`config.mk`:
```
export PLATFORM = sky130hd
export DESIGN_NAME = blt_walker_flat
export DESIGN_NICKNAME = d
export VERILOG_FILES = /design/src/rtl/blt_pkg.sv /design/src/rtl/blt_if.sv /design/src/rtl/blt_walker.sv /design/src/flat_wrapper.sv
export SDC_FILE = /design/constraint.sdc
export NUM_CORES = 1
export LEC_CHECK = 0
export BUFFER_PORTS_ARGS = -buffer_cell sky130_fd_sc_hd__clkbuf_2
export CORE_UTILIZATION = 55
export CTS_CLUSTER_DIAMETER = 50
export CTS_CLUSTER_SIZE = 30
export DETAILED_ROUTE_END_ITERATION = 10
export PLACE_DENSITY = 0.82
export REMOVE_ABC_BUFFERS = 1
export SYNTH_ARGS = -nofsm -noshare
export SYNTH_HDL_FRONTEND = slang
export SYNTH_SLANG_ARGS = --single-unit
```
`constraint.sdc`:
```
create_clock -name clock -period 12.7 [get_ports clock]
set_clock_uncertainty 0.05 [all_clocks]
set_input_delay 0.635 -clock clock [delete_from_list [all_inputs] [get_ports clock]]
set_output_delay 0.635 -clock clock [all_outputs]
set_load 0.01 [all_outputs]
```
`src/rtl/blt_pkg.sv`:
```
// Package for the binary trie longest prefix match unit.
// Holds the node pool sizes, field widths, opcodes and the node record type.
// Depends on nothing; every other file but blt_node_ram uses it by scoped names.
`default_nettype none

package blt_pkg;

   localparam int NODES    = 4096;
   localparam int HOP_W    = 16;
   localparam int ADDR_W   = 32;
   localparam int LEN_W    = 6;
   localparam int IDX_W    = $clog2(NODES);
   localparam int CNT_W    = IDX_W + 1;
   localparam int MAX_DEPTH = 32;

   typedef enum logic {
      OP_LOOKUP = 1'b0,
      OP_INSERT = 1'b1
   } op_type;

   typedef enum logic {
      STATUS_OK        = 1'b0,
      STATUS_POOL_FULL = 1'b1
   } status_type;

   typedef struct packed {
      logic [HOP_W-1:0] hop;
      logic [IDX_W-1:0] left;
      logic [IDX_W-1:0] right;
   } node_type;

   localparam int NODE_W = $bits(node_type);

endpackage

`default_nettype wire

```
`src/rtl/blt_if.sv`:
```
// Valid/ready channel interfaces for the request and response sides.
// Depends on blt_pkg for the payload widths.
`default_nettype none

interface blt_req_if;
   logic                       valid;
   logic                       ready;
   logic                       operation;
   logic [blt_pkg::ADDR_W-1:0] address;
   logic [blt_pkg::LEN_W-1:0]  prefix_len;
   logic [blt_pkg::HOP_W-1:0]  next_hop;

   modport source (output valid, operation, address, prefix_len, next_hop, input ready);
   modport sink   (input valid, operation, address, prefix_len, next_hop, output ready);
endinterface

interface blt_rsp_if;
   logic                      valid;
   logic                      ready;
   logic [blt_pkg::HOP_W-1:0] match_hop;
   logic                      status;
   logic [blt_pkg::CNT_W-1:0] nodes_used;

   modport source (output valid, match_hop, status, nodes_used, input ready);
   modport sink   (input valid, match_hop, status, nodes_used, output ready);
endinterface

`default_nettype wire

```
`src/rtl/blt_walker.sv`:
```
// Trie walk sequencer: one node visited per cycle, insert allocation and link
// writes, and the response register. Depends on blt_pkg and blt_if.
`default_nettype none

module blt_walker (
   input  wire logic                    clock,
   input  wire logic                    reset,
   blt_req_if.sink                      req_ch,
   blt_rsp_if.source                    rsp_ch,
   output logic                         mem_wr_en,
   output logic [blt_pkg::IDX_W-1:0]    mem_wr_addr,
   output blt_pkg::node_type            mem_wr_data,
   output logic                         mem_rd_en,
   output logic [blt_pkg::IDX_W-1:0]    mem_rd_addr,
   input  wire blt_pkg::node_type       mem_rd_data
);

   typedef enum logic [1:0] {
      ST_IDLE,
      ST_EVAL,
      ST_FINISH
   } state_type;

   state_type                   state_ff, state_in;
   blt_pkg::op_type             op_ff, op_in;
   logic [blt_pkg::ADDR_W-1:0]  addr_ff, addr_in;
   logic [blt_pkg::LEN_W-1:0]   len_ff, len_in;
   logic [blt_pkg::LEN_W-1:0]   depth_ff, depth_in;
   logic [blt_pkg::HOP_W-1:0]   hop_ff, hop_in;
   logic [blt_pkg::HOP_W-1:0]   best_ff, best_in;
   logic [blt_pkg::IDX_W-1:0]   cur_ff, cur_in;
   logic [blt_pkg::CNT_W-1:0]   alloc_ff, alloc_in;
   blt_pkg::status_type         status_ff, status_in;
   logic                        fresh_ff, fresh_in;
   logic                        rd_root_ff, rd_root_in;
   logic                        root_written_ff, root_written_in;
   logic                        rsp_valid_ff, rsp_valid_in;
   logic [blt_pkg::HOP_W-1:0]   rsp_hop_ff, rsp_hop_in;
   blt_pkg::status_type         rsp_status_ff, rsp_status_in;
   logic [blt_pkg::CNT_W-1:0]   rsp_used_ff, rsp_used_in;

   blt_pkg::node_type           node;
   logic [blt_pkg::IDX_W-1:0]   child;
   logic [blt_pkg::IDX_W-1:0]   fresh_idx;
   logic [blt_pkg::HOP_W-1:0]   hop_seen;
   logic                        at_end;
   logic                        pool_full;
   logic                        go_right;

   // A freshly allocated node is known to be empty, so it is not read back.
   // The root reads as empty until its first write.
   always_comb begin
      if (fresh_ff || (rd_root_ff && !root_written_ff)) begin
         node = '0;
      end else begin
         node = mem_rd_data;
      end
   end

   assign go_right  = addr_ff[blt_pkg::ADDR_W-1];
   assign child     = go_right ? node.right : node.left;
   assign at_end    = (depth_ff == len_ff);
   assign pool_full = (alloc_ff >= blt_pkg::CNT_W'(blt_pkg::NODES));
   assign fresh_idx = alloc_ff[blt_pkg::IDX_W-1:0];
   assign hop_seen  = (node.hop != '0) ? node.hop : best_ff;

   assign req_ch.ready      = (state_ff == ST_IDLE);
   assign rsp_ch.valid      = rsp_valid_ff;
   assign rsp_ch.match_hop  = rsp_hop_ff;
   assign rsp_ch.status     = rsp_status_ff;
   assign rsp_ch.nodes_used = rsp_used_ff;

   always_comb begin
      state_in        = state_ff;
      op_in           = op_ff;
      addr_in         = addr_ff;
      len_in          = len_ff;
      depth_in        = depth_ff;
      hop_in          = hop_ff;
      best_in         = best_ff;
      cur_in          = cur_ff;
      alloc_in        = alloc_ff;
      status_in       = status_ff;
      fresh_in        = fresh_ff;
      rd_root_in      = rd_root_ff;
      root_written_in = root_written_ff;
      rsp_valid_in    = rsp_valid_ff;
      rsp_hop_in      = rsp_hop_ff;
      rsp_status_in   = rsp_status_ff;
      rsp_used_in     = rsp_used_ff;

      mem_wr_en   = 1'b0;
      mem_wr_addr = cur_ff;
      mem_wr_data = node;
      mem_rd_en   = 1'b0;
      mem_rd_addr = child;

      if (rsp_valid_ff && rsp_ch.ready) begin
         rsp_valid_in = 1'b0;
      end

      unique case (state_ff)
         ST_IDLE: begin
            if (req_ch.valid) begin
               op_in      = blt_pkg::op_type'(req_ch.operation);
               addr_in    = req_ch.address;
               hop_in     = req_ch.next_hop;
               if (req_ch.prefix_len > blt_pkg::LEN_W'(blt_pkg::MAX_DEPTH)) begin
                  len_in = blt_pkg::LEN_W'(blt_pkg::MAX_DEPTH);
               end else begin
                  len_in = req_ch.prefix_len;
               end
               depth_in    = '0;
               cur_in      = '0;
               best_in     = '0;
               status_in   = blt_pkg::STATUS_OK;
               fresh_in    = 1'b0;
               rd_root_in  = 1'b1;
               mem_rd_en   = 1'b1;
               mem_rd_addr = '0;
               state_in    = ST_EVAL;
            end
         end

         ST_EVAL: begin
            if (op_ff == blt_pkg::OP_LOOKUP) begin
               best_in = hop_seen;
               if (at_end || child == '0) begin
                  state_in = ST_FINISH;
               end else begin
                  mem_rd_en  = 1'b1;
                  rd_root_in = 1'b0;
                  fresh_in   = 1'b0;
                  cur_in     = child;
                  depth_in   = depth_ff + 1'b1;
                  addr_in    = addr_ff << 1;
               end
            end else begin
               priority if (at_end) begin
                  mem_wr_en       = 1'b1;
                  mem_wr_data.hop = hop_ff;
                  state_in        = ST_FINISH;
               end else if (child != '0) begin
                  mem_rd_en  = 1'b1;
                  rd_root_in = 1'b0;
                  fresh_in   = 1'b0;
                  cur_in     = child;
                  depth_in   = depth_ff + 1'b1;
                  addr_in    = addr_ff << 1;
               end else if (pool_full) begin
                  // Write the node back as is, so a fresh node still gets stored.
                  mem_wr_en = 1'b1;
                  status_in = blt_pkg::STATUS_POOL_FULL;
                  state_in  = ST_FINISH;
               end else begin
                  mem_wr_en = 1'b1;
                  if (go_right) begin
                     mem_wr_data.right = fresh_idx;
                  end else begin
                     mem_wr_data.left = fresh_idx;
                  end
                  cur_in     = fresh_idx;
                  alloc_in   = alloc_ff + 1'b1;
                  fresh_in   = 1'b1;
                  rd_root_in = 1'b0;
                  depth_in   = depth_ff + 1'b1;
                  addr_in    = addr_ff << 1;
               end
            end
         end

         ST_FINISH: begin
            if (!rsp_valid_ff || rsp_ch.ready) begin
               rsp_valid_in  = 1'b1;
               rsp_hop_in    = (op_ff == blt_pkg::OP_INSERT) ? '0 : best_ff;
               rsp_status_in = status_ff;
               rsp_used_in   = alloc_ff;
               state_in      = ST_IDLE;
            end
         end

         default: begin
            state_in = ST_IDLE;
         end
      endcase

      if (mem_wr_en && mem_wr_addr == '0) begin
         root_written_in = 1'b1;
      end
   end

   always_ff @(posedge clock) begin
      if (reset) begin
         state_ff        <= ST_IDLE;
         alloc_ff        <= blt_pkg::CNT_W'(1);
         root_written_ff <= 1'b0;
         rsp_valid_ff    <= 1'b0;
      end else begin
         state_ff        <= state_in;
         alloc_ff        <= alloc_in;
         root_written_ff <= root_written_in;
         rsp_valid_ff    <= rsp_valid_in;
      end
      op_ff         <= op_in;
      addr_ff       <= addr_in;
      len_ff        <= len_in;
      depth_ff      <= depth_in;
      hop_ff        <= hop_in;
      best_ff       <= best_in;
      cur_ff        <= cur_in;
      status_ff     <= status_in;
      fresh_ff      <= fresh_in;
      rd_root_ff    <= rd_root_in;
      rsp_hop_ff    <= rsp_hop_in;
      rsp_status_ff <= rsp_status_in;
      rsp_used_ff   <= rsp_used_in;
   end

endmodule

`default_nettype wire

```
`src/flat_wrapper.sv`:
```
// flat-port wrapper written by rule: the top's interface ports become plain ports
module blt_walker_flat 
  (clock, reset, mem_wr_en, mem_wr_addr, mem_wr_data, mem_rd_en, mem_rd_addr, mem_rd_data, req_ch_valid, req_ch_operation, req_ch_address, req_ch_prefix_len, req_ch_next_hop, req_ch_ready, rsp_ch_valid, rsp_ch_match_hop, rsp_ch_status, rsp_ch_nodes_used, rsp_ch_ready);
  blt_req_if req_ch_i ();
  blt_rsp_if rsp_ch_i ();
  input  wire logic clock;
  input  wire logic reset;
  output logic mem_wr_en;
  output logic [blt_pkg::IDX_W-1:0] mem_wr_addr;
  output blt_pkg::node_type mem_wr_data;
  output logic mem_rd_en;
  output logic [blt_pkg::IDX_W-1:0] mem_rd_addr;
  input  wire blt_pkg::node_type mem_rd_data;
  input wire logic [$bits(req_ch_i.valid)-1:0] req_ch_valid;
  input wire logic [$bits(req_ch_i.operation)-1:0] req_ch_operation;
  input wire logic [$bits(req_ch_i.address)-1:0] req_ch_address;
  input wire logic [$bits(req_ch_i.prefix_len)-1:0] req_ch_prefix_len;
  input wire logic [$bits(req_ch_i.next_hop)-1:0] req_ch_next_hop;
  output wire logic [$bits(req_ch_i.ready)-1:0] req_ch_ready;
  output wire logic [$bits(rsp_ch_i.valid)-1:0] rsp_ch_valid;
  output wire logic [$bits(rsp_ch_i.match_hop)-1:0] rsp_ch_match_hop;
  output wire logic [$bits(rsp_ch_i.status)-1:0] rsp_ch_status;
  output wire logic [$bits(rsp_ch_i.nodes_used)-1:0] rsp_ch_nodes_used;
  input wire logic [$bits(rsp_ch_i.ready)-1:0] rsp_ch_ready;
  assign req_ch_i.valid = req_ch_valid;
  assign req_ch_i.operation = req_ch_operation;
  assign req_ch_i.address = req_ch_address;
  assign req_ch_i.prefix_len = req_ch_prefix_len;
  assign req_ch_i.next_hop = req_ch_next_hop;
  assign req_ch_ready = req_ch_i.ready;
  assign rsp_ch_valid = rsp_ch_i.valid;
  assign rsp_ch_match_hop = rsp_ch_i.match_hop;
  assign rsp_ch_status = rsp_ch_i.status;
  assign rsp_ch_nodes_used = rsp_ch_i.nodes_used;
  assign rsp_ch_i.ready = rsp_ch_ready;
  blt_walker u_core (.clock(clock), .reset(reset), .req_ch(req_ch_i), .rsp_ch(rsp_ch_i), .mem_wr_en(mem_wr_en), .mem_wr_addr(mem_wr_addr), .mem_wr_data(mem_wr_data), .mem_rd_en(mem_rd_en), .mem_rd_addr(mem_rd_addr), .mem_rd_data(mem_rd_data));
endmodule
```
==> run metrics, run 1 <==
CTS tree built; status finished, final reports clean; clk sink count around 140; Tcrit/Tclk final a little under two fifths; CTS buffer count 17; Slew Viols, Final 0; CP cell instances mux2i_1, a211oi_1, nor4_2, nand3_2, nor2_1, a22o_1, clkbuf_2; met1 Usage GRT ~34%; Post-CTS Resized 0; Worst-Margin Slew 1.12 ns; Mapped Cells 560; critical path fanouts, max 25; Area after DPL 7390 µm²; hold buffers post-CTS 0; Slowest-stage cell, CP edfxtp_1; initial antenna violation count 0; Routed WL per cell between 15 and 20 µm; Initial Utilization between 50% and 60%; hold slack around 0.35 ns; gpl congestion 0.956; area grow syn2layout 26.4%; port bufs ~200; H-tree depth 4; Achievable Freq ~210 MHz; arrival time at the worst endpoint 4.03 ns; met2 GRT Util about two fifths; storage element area between 4000 and 5000 µm²; leakage power total around 3.4 nW; RSZ-0062 raised after global routing false; most frequent cells in the layout 196 x clkbuf_2, 138 x nand2_1, 122 x edfxtp_1; Final setup viols 0; Post-CTS Setup Inserts 0; Avg Inst Size Synth ~11 µm²; Distinct cells, synth 45; area of the die about 12000 µm²; Ys Warns 0; die span in y approximately 110 µm; via count 5035; DIE WIDTH around 110 µm; critical path's top delay family simple AND/OR/NAND/NOR gates; EDFF count, synth about 120; Hold Path Class in2reg; share of cells above drive strength 1 approximately a third; CP endpoint kind primary output; clock-pin transition on the worst setup and hold timing paths roughly 0.06 ns; fin nets 844; Setup TNS 0 ns; Remaining Overflow, GRT 0; R2R setup slack between 9 and 10 ns; CTS Buffer Depth 2; routing usage on met3 roughly 6.6%; Worst Path Required around 12 ns; All-Layer GR Usage 26.4%; dominant synthesized flop cell edfxtp_1; Design Area, Final ~8000 µm²; clock latency on the worst-skew pair roughly 0.4 ns; initial drt markers between 300 and 400; I/O pins approximately 200; commonest non-fill, non-tap cell in the layout clkbuf_2; relative slew slack ~25%; pwr dens approximately 180 nW/µm²; core area between 10000 and 15000 µm²; Max VDD drop a little under 0.1 mV; kind of critical path reg2out; min Tclk post-route 4.71 ns; post-synthesis async set-or-reset flop share 0%; critical path's largest stage delay 1.08 ns; cell area after synthesis between 6000 and 7000 µm²; DRT Pass-1 Iters 6; Post-Route WL 15.4 mm; Ant. Diodes 0; maximum number of pins on one net before global-route repair 57; Filler Cells Inserted between 700 and 800; vias per cell around 5.6; dpl hpwl around 11 mm; DR DRC count 0; startpoint types register; Max Cap Viol 0; Synth Register Bits 139; clock tree root driver cell clkbuf_16; vias in the first global route about 4.7k; Buf/Inv on CP 1; first-pass GRT wire length roughly 23 mm; busiest layer in global routing met2; multi-input combinational cell area about 2200 µm²; final count of hold timing violations 0; sequential share of the synthesized area between 60% and 70%; antenna-violating nets left 0; Rows 38
-- worst paths after layout --
check | depth (start not counted) | to | startpoint
setup / recovery | 7 | mem_wr_data[13] | u_core.addr_ff[31]
hold / removal | 1 | u_core.hop_ff[10] | req_ch_next_hop[10]
setup reg to reg | 6 | u_core.status_ff | u_core.addr_ff[31]
hold reg to reg | 0 | u_core.rsp_ch.status | u_core.status_ff
-- area by class of cell --
| class | instances | area share (%) |
|---|---|---|
| clock inverters | 14 | 2.42 |
| flip-flops and latches | 139 | 50.0 |
| multi-input cells | 374 | 26.9 |
| repair buffers | 202 | 12.8 |
| clock buffers | 18 | 5.36 |
| well taps | 140 | 2.19 |
| inverters | 8 | 0.375 |
-- worst register-to-register path, cell delays in order (launching register included) --
cell and delay (ns):
edfxtp_1 1.08, mux2i_1 0.42, a211oi_1 0.15, nor4_2 0.46
nand2_1 0.16, nor2_1 0.75, a31o_2 0.27
-- cells by family (layout without fill, tap and decap cells) --
kind of cell / count (synthesis) / in the layout / share of synthesized area, %
compound gates: 89 / 89 / 10.1
xor+xnor: 10 / 10 / 1.38
fa+ha+maj: 3 / 3 / 0.592
buf+inv: 47 / 242 / 3.26
flops: 139 / 139 / 63.2
mux: 13 / 13 / 2.07
simple gates: 259 / 259 / 19.4
-- layer usage --
layer,wire (µm),vias to the layer above
met3,1360,54
li1,-,2403
met2,7420,240
met5,0,-
met1,6060,2338
met4,586,0
-- report_power, final --
group	switching [W]	internal [W]	total [W]
Sequential	0.0000435	0.000592	0.000635
Combinational	0.000169	0.0000934	0.000263
Clock	0.000190	0.000329	0.000519
-- synth_stat cells (all sizes together) (12+ instances only) --
cell | count | area share [%]
nor2b | 25 | 2.5
mux2i | 12 | 1.9
o21ai | 20 | 1.6
a21oi | 14 | 1.1
edfxtp | 122 | 58
and3 | 21 | 2.1
buf | 15 | 1.4
clkbuf | 24 | 1.4
dfxtp | 17 | 5.4
a22o | 16 | 2.2
nor3 | 24 | 1.9
nand2 | 138 | 8.2
nor2 | 13 | 0.77
a32o | 12 | 1.9
-- through the flow --
stage                     total power [W]  utilization (%)  instances  setup slack [ns]
after floorplan                  0.000794                -        521              7.33
after global placement           0.000891             67.0        863              8.73
after detailed placement         0.000904             67.0        863              8.50
after CTS                         0.00142             72.6        895              8.09
after global routing              0.00147             72.6        895              7.80
final                             0.00142             72.6        895              7.99
-- registers in the layout (all words and copies together) (netlist names), 6 cells and up --
signal                    flops
u_core.mem_wr_addr           12
u_core.depth_ff               6
u_core.addr_ff               32
u_core.hop_ff                16
u_core.rsp_ch.nodes_used     13
u_core.best_ff               16
u_core.rsp_ch.match_hop      16
u_core.alloc_ff              13
u_core.len_ff                 6
Power figures use the tool's default switching activity.
==> run 2: changes to the inputs <==
--- a/config.mk
+++ b/config.mk
@@ -5,12 +5,13 @@
 export SDC_FILE = /design/constraint.sdc
 export NUM_CORES = 1
 export LEC_CHECK = 0
+export ABC_AREA = 1
 export BUFFER_PORTS_ARGS = -buffer_cell sky130_fd_sc_hd__clkbuf_2
-export CORE_UTILIZATION = 55
+export CORE_UTILIZATION = 52
 export CTS_CLUSTER_DIAMETER = 50
 export CTS_CLUSTER_SIZE = 30
 export DETAILED_ROUTE_END_ITERATION = 10
-export PLACE_DENSITY = 0.82
+export PLACE_DENSITY = 0.77
 export REMOVE_ABC_BUFFERS = 1
 export SYNTH_ARGS = -nofsm -noshare
 export SYNTH_HDL_FRONTEND = slang
==> constraint.sdc (replaced) <==
create_clock -name clock -period 4.4 [get_ports clock]
set_clock_uncertainty 0.05 [all_clocks]
set_input_delay 0.22 -clock clock [delete_from_list [all_inputs] [get_ports clock]]
set_output_delay 0.22 -clock clock [all_outputs]
set_load 0.01 [all_outputs]
==> run 2 against run 1 <==
Wire length rose by 13%; die area rose by 13%; combinational power rose by 120%; synthesized cell count rose by 37%; count of clock-buffer cells in the layout fell by 1; critical endpoint is now mem_wr_data[34]; largest cell class unchanged.
==> run metrics, run 2 <==
EDFF count, synth 122; critical path depth 6; critical path's top delay family simple AND/OR/NAND/NOR gates; Setup TNS 0 ns; clock tree root driver cell clkbuf_16; top-area cell type share of the netlist area between 50 and 60%; critical path's largest stage delay just under 0.9 ns; Largest register FFs 32; Max VDD drop 0.332 mV; vias per cell 5.06; cell area after synthesis about 6800 µm²; startpoint types register; Avg Inst Size Synth around 8.9 µm²; synth top area cells edfxtp_1 54%, nand2_1 13%, nor2_1 6.3%, dfxtp_1 5.0%, inv_1 4.6%; Biggest register u_core.addr_ff; Worst-Margin Slew 1.11 ns; arrival time at the worst endpoint 3.41 ns; area of the die approximately 14000 µm²; initial antenna violation count 0; r2r worst-path depth 12; post-synthesis async set-or-reset flop share 0%; Max Cap Viol 0; reg-to-reg endpoint u_core.mem_wr_addr[11]; Buf/Inv on CP 2; Layout Cells excl Fill 1163; gpl congestion approximately 0.98; r2r startpoint u_core.rd_root_ff; Post-CTS Setup Inserts 0; Ant. Diodes 0; storage element area roughly 4000 µm²; Slew Viols, Final 0; RSZ-0062 raised after global routing false; Slowest-stage cell, CP nand4_1; dpl hpwl roughly 12 mm; via count between 5k and 6k; DIE WIDTH about 120 µm; leakage power total between 4 and 5 nW; H-tree depth 4; clock-pin transition on the worst setup and hold timing paths about 0.060 ns; Min-Delay Path Depth 3; clock latency on the worst-skew pair 0.42 ns; CP endpoint kind primary output; All-Layer GR Usage 27.1%; crit path to mem_wr_data[34]; Routed WL per cell roughly 15 µm; Post-synth top cells 230 x nand2_1, 122 x edfxtp_1, 113 x nor2_1; dominant synthesized flop cell edfxtp_1; fin nets 1082; kind of critical path reg2out; Initial Utilization a little over half; Ys Warns 0; critical path fanouts, max 32; Mapped Cells 765; Post-Route WL roughly 17 mm; Final setup viols 0; clk sink count around 140; initial drt markers approximately 490; cell taking the most area after synthesis edfxtp_1; maximum number of pins on one net before global-route repair 67; most frequent cells in the layout 230 x nand2_1, 196 x clkbuf_2, 122 x edfxtp_1; final count of hold timing violations 0; Worst Path Required 4.13 ns; DRT Pass-1 Iters 7; R2R setup slack 1.46 ns; DR DRC count 0; CP cell instances inv_1, nor2_2, nand4_1, nor2_1, a21oi_1, clkbuf_2; pwr dens 423 nW/µm²; first-pass GRT wire length roughly 27 mm; Distinct cells, synth 30; area grow syn2layout 29.1%; share of cells above drive strength 1 about a quarter; relative slew slack between 20% and 30%; CTS buffer count 17; Achievable Freq ~270 MHz; core area 12700 µm²; sequential share of the synthesized area ~59%; multi-input combinational cell area approximately 2300 µm²; placed cells about 1.1k; Hold Path Class in2reg; Tcrit/Tclk final a little over four fifths; Post-CTS Resized 0; Filler Cells Inserted ~1k; I/O pins 197; status finished, final reports clean; CTS tree built; Synth Register Bits 139; die span in y 116 µm; min Tclk post-route 3.68 ns; crit path launch u_core.op_ff; CTS Buffer Depth 2; vias in the first global route 5368; commonest non-fill, non-tap cell in the layout nand2_1; top-count cell post-synth nand2_1; Remaining Overflow, GRT 0; port bufs slightly below 200; Rows between 40 and 50; antenna-violating nets left 0
[run 2: how the worst min path moves through the flow]
stage,from,endpoint,slack [ns]
after detailed placement,req_ch_next_hop[15],u_core.hop_ff[15],0.35
after global routing,req_ch_address[13],u_core.addr_ff[13],0.01
after global placement,req_ch_next_hop[10],u_core.hop_ff[10],0.35
final,req_ch_address[5],u_core.addr_ff[5],0.02
after floorplan,reset,u_core.alloc_ff[10],0.24
after CTS,req_ch_address[13],u_core.addr_ff[13],0.001
[run 2: cell type report]
cell class	count	share of cell area, %
Multi-Input combinational cell	501	26.0
Tap cell	172	2.46
Sequential cell	139	45.7
Clock inverter	13	2.03
Clock buffer	17	4.85
Timing Repair Buffer	231	15.1
Inverter	90	3.87
[run 2: routing by layer]
metal | part of all wire (%) | up-vias | track usage (%) | wire, µm
met5 | 0 | - | 0 | 0
met1 | 41 | 2637 | 33.2 | 7210
met2 | 47 | 253 | 41.6 | 8220
li1 | - | 2931 | - | -
met3 | 7.8 | 58 | 8.72 | 1370
met4 | 4.0 | 0 | 17.1 | 705
[run 2: worst min-delay path, cell delays in order]
cell      delay [ns]
clkbuf_2        0.07
nand2_1         0.04
nand2_1         0.05
[run 2: report_power, final]
| group | leakage [nW] | internal [W] | switching [W] | total, W |
|---|---|---|---|---|
| registers | 1.33 | 0.00160 | 0.0000631 | 0.00166 |
| logic | 2.41 | 0.000198 | 0.000392 | 0.000590 |
| clock network | 0.294 | 0.000935 | 0.000525 | 0.00146 |
[run 2: timing repair]
item | CTS | global route
endpoints found under the setup margin | 0 | 0
hold endpoints to repair | 28 | 0
hold buffers | 28 | 0
[run 2: cells by family (layout without fill, tap and decap cells)]
kind of cell	count (synthesis)	after routing	share of synthesized area, %
simple gates	415	415	25.7
flops	139	139	59.0
buf+inv	125	351	7.58
compound gates	71	71	5.66
xor+xnor	12	12	1.55
fa+ha+maj	3	3	0.553
[run 2: through the flow]
step	instance area (µm²)	utilization (%)	setup WS [ns]	total power (W)	hold slack [ns]
finish	8760	69.2	0.720	0.00371	0.0157
detailed placement	7880	62.2	1.30	0.00224	0.349
floorplan	6610	-	0.615	0.00201	0.239
global route	8760	69.2	0.423	0.00385	0.0105
global placement	7880	62.2	1.42	0.00224	0.347
CTS	8760	69.2	0.840	0.00373	0.00128
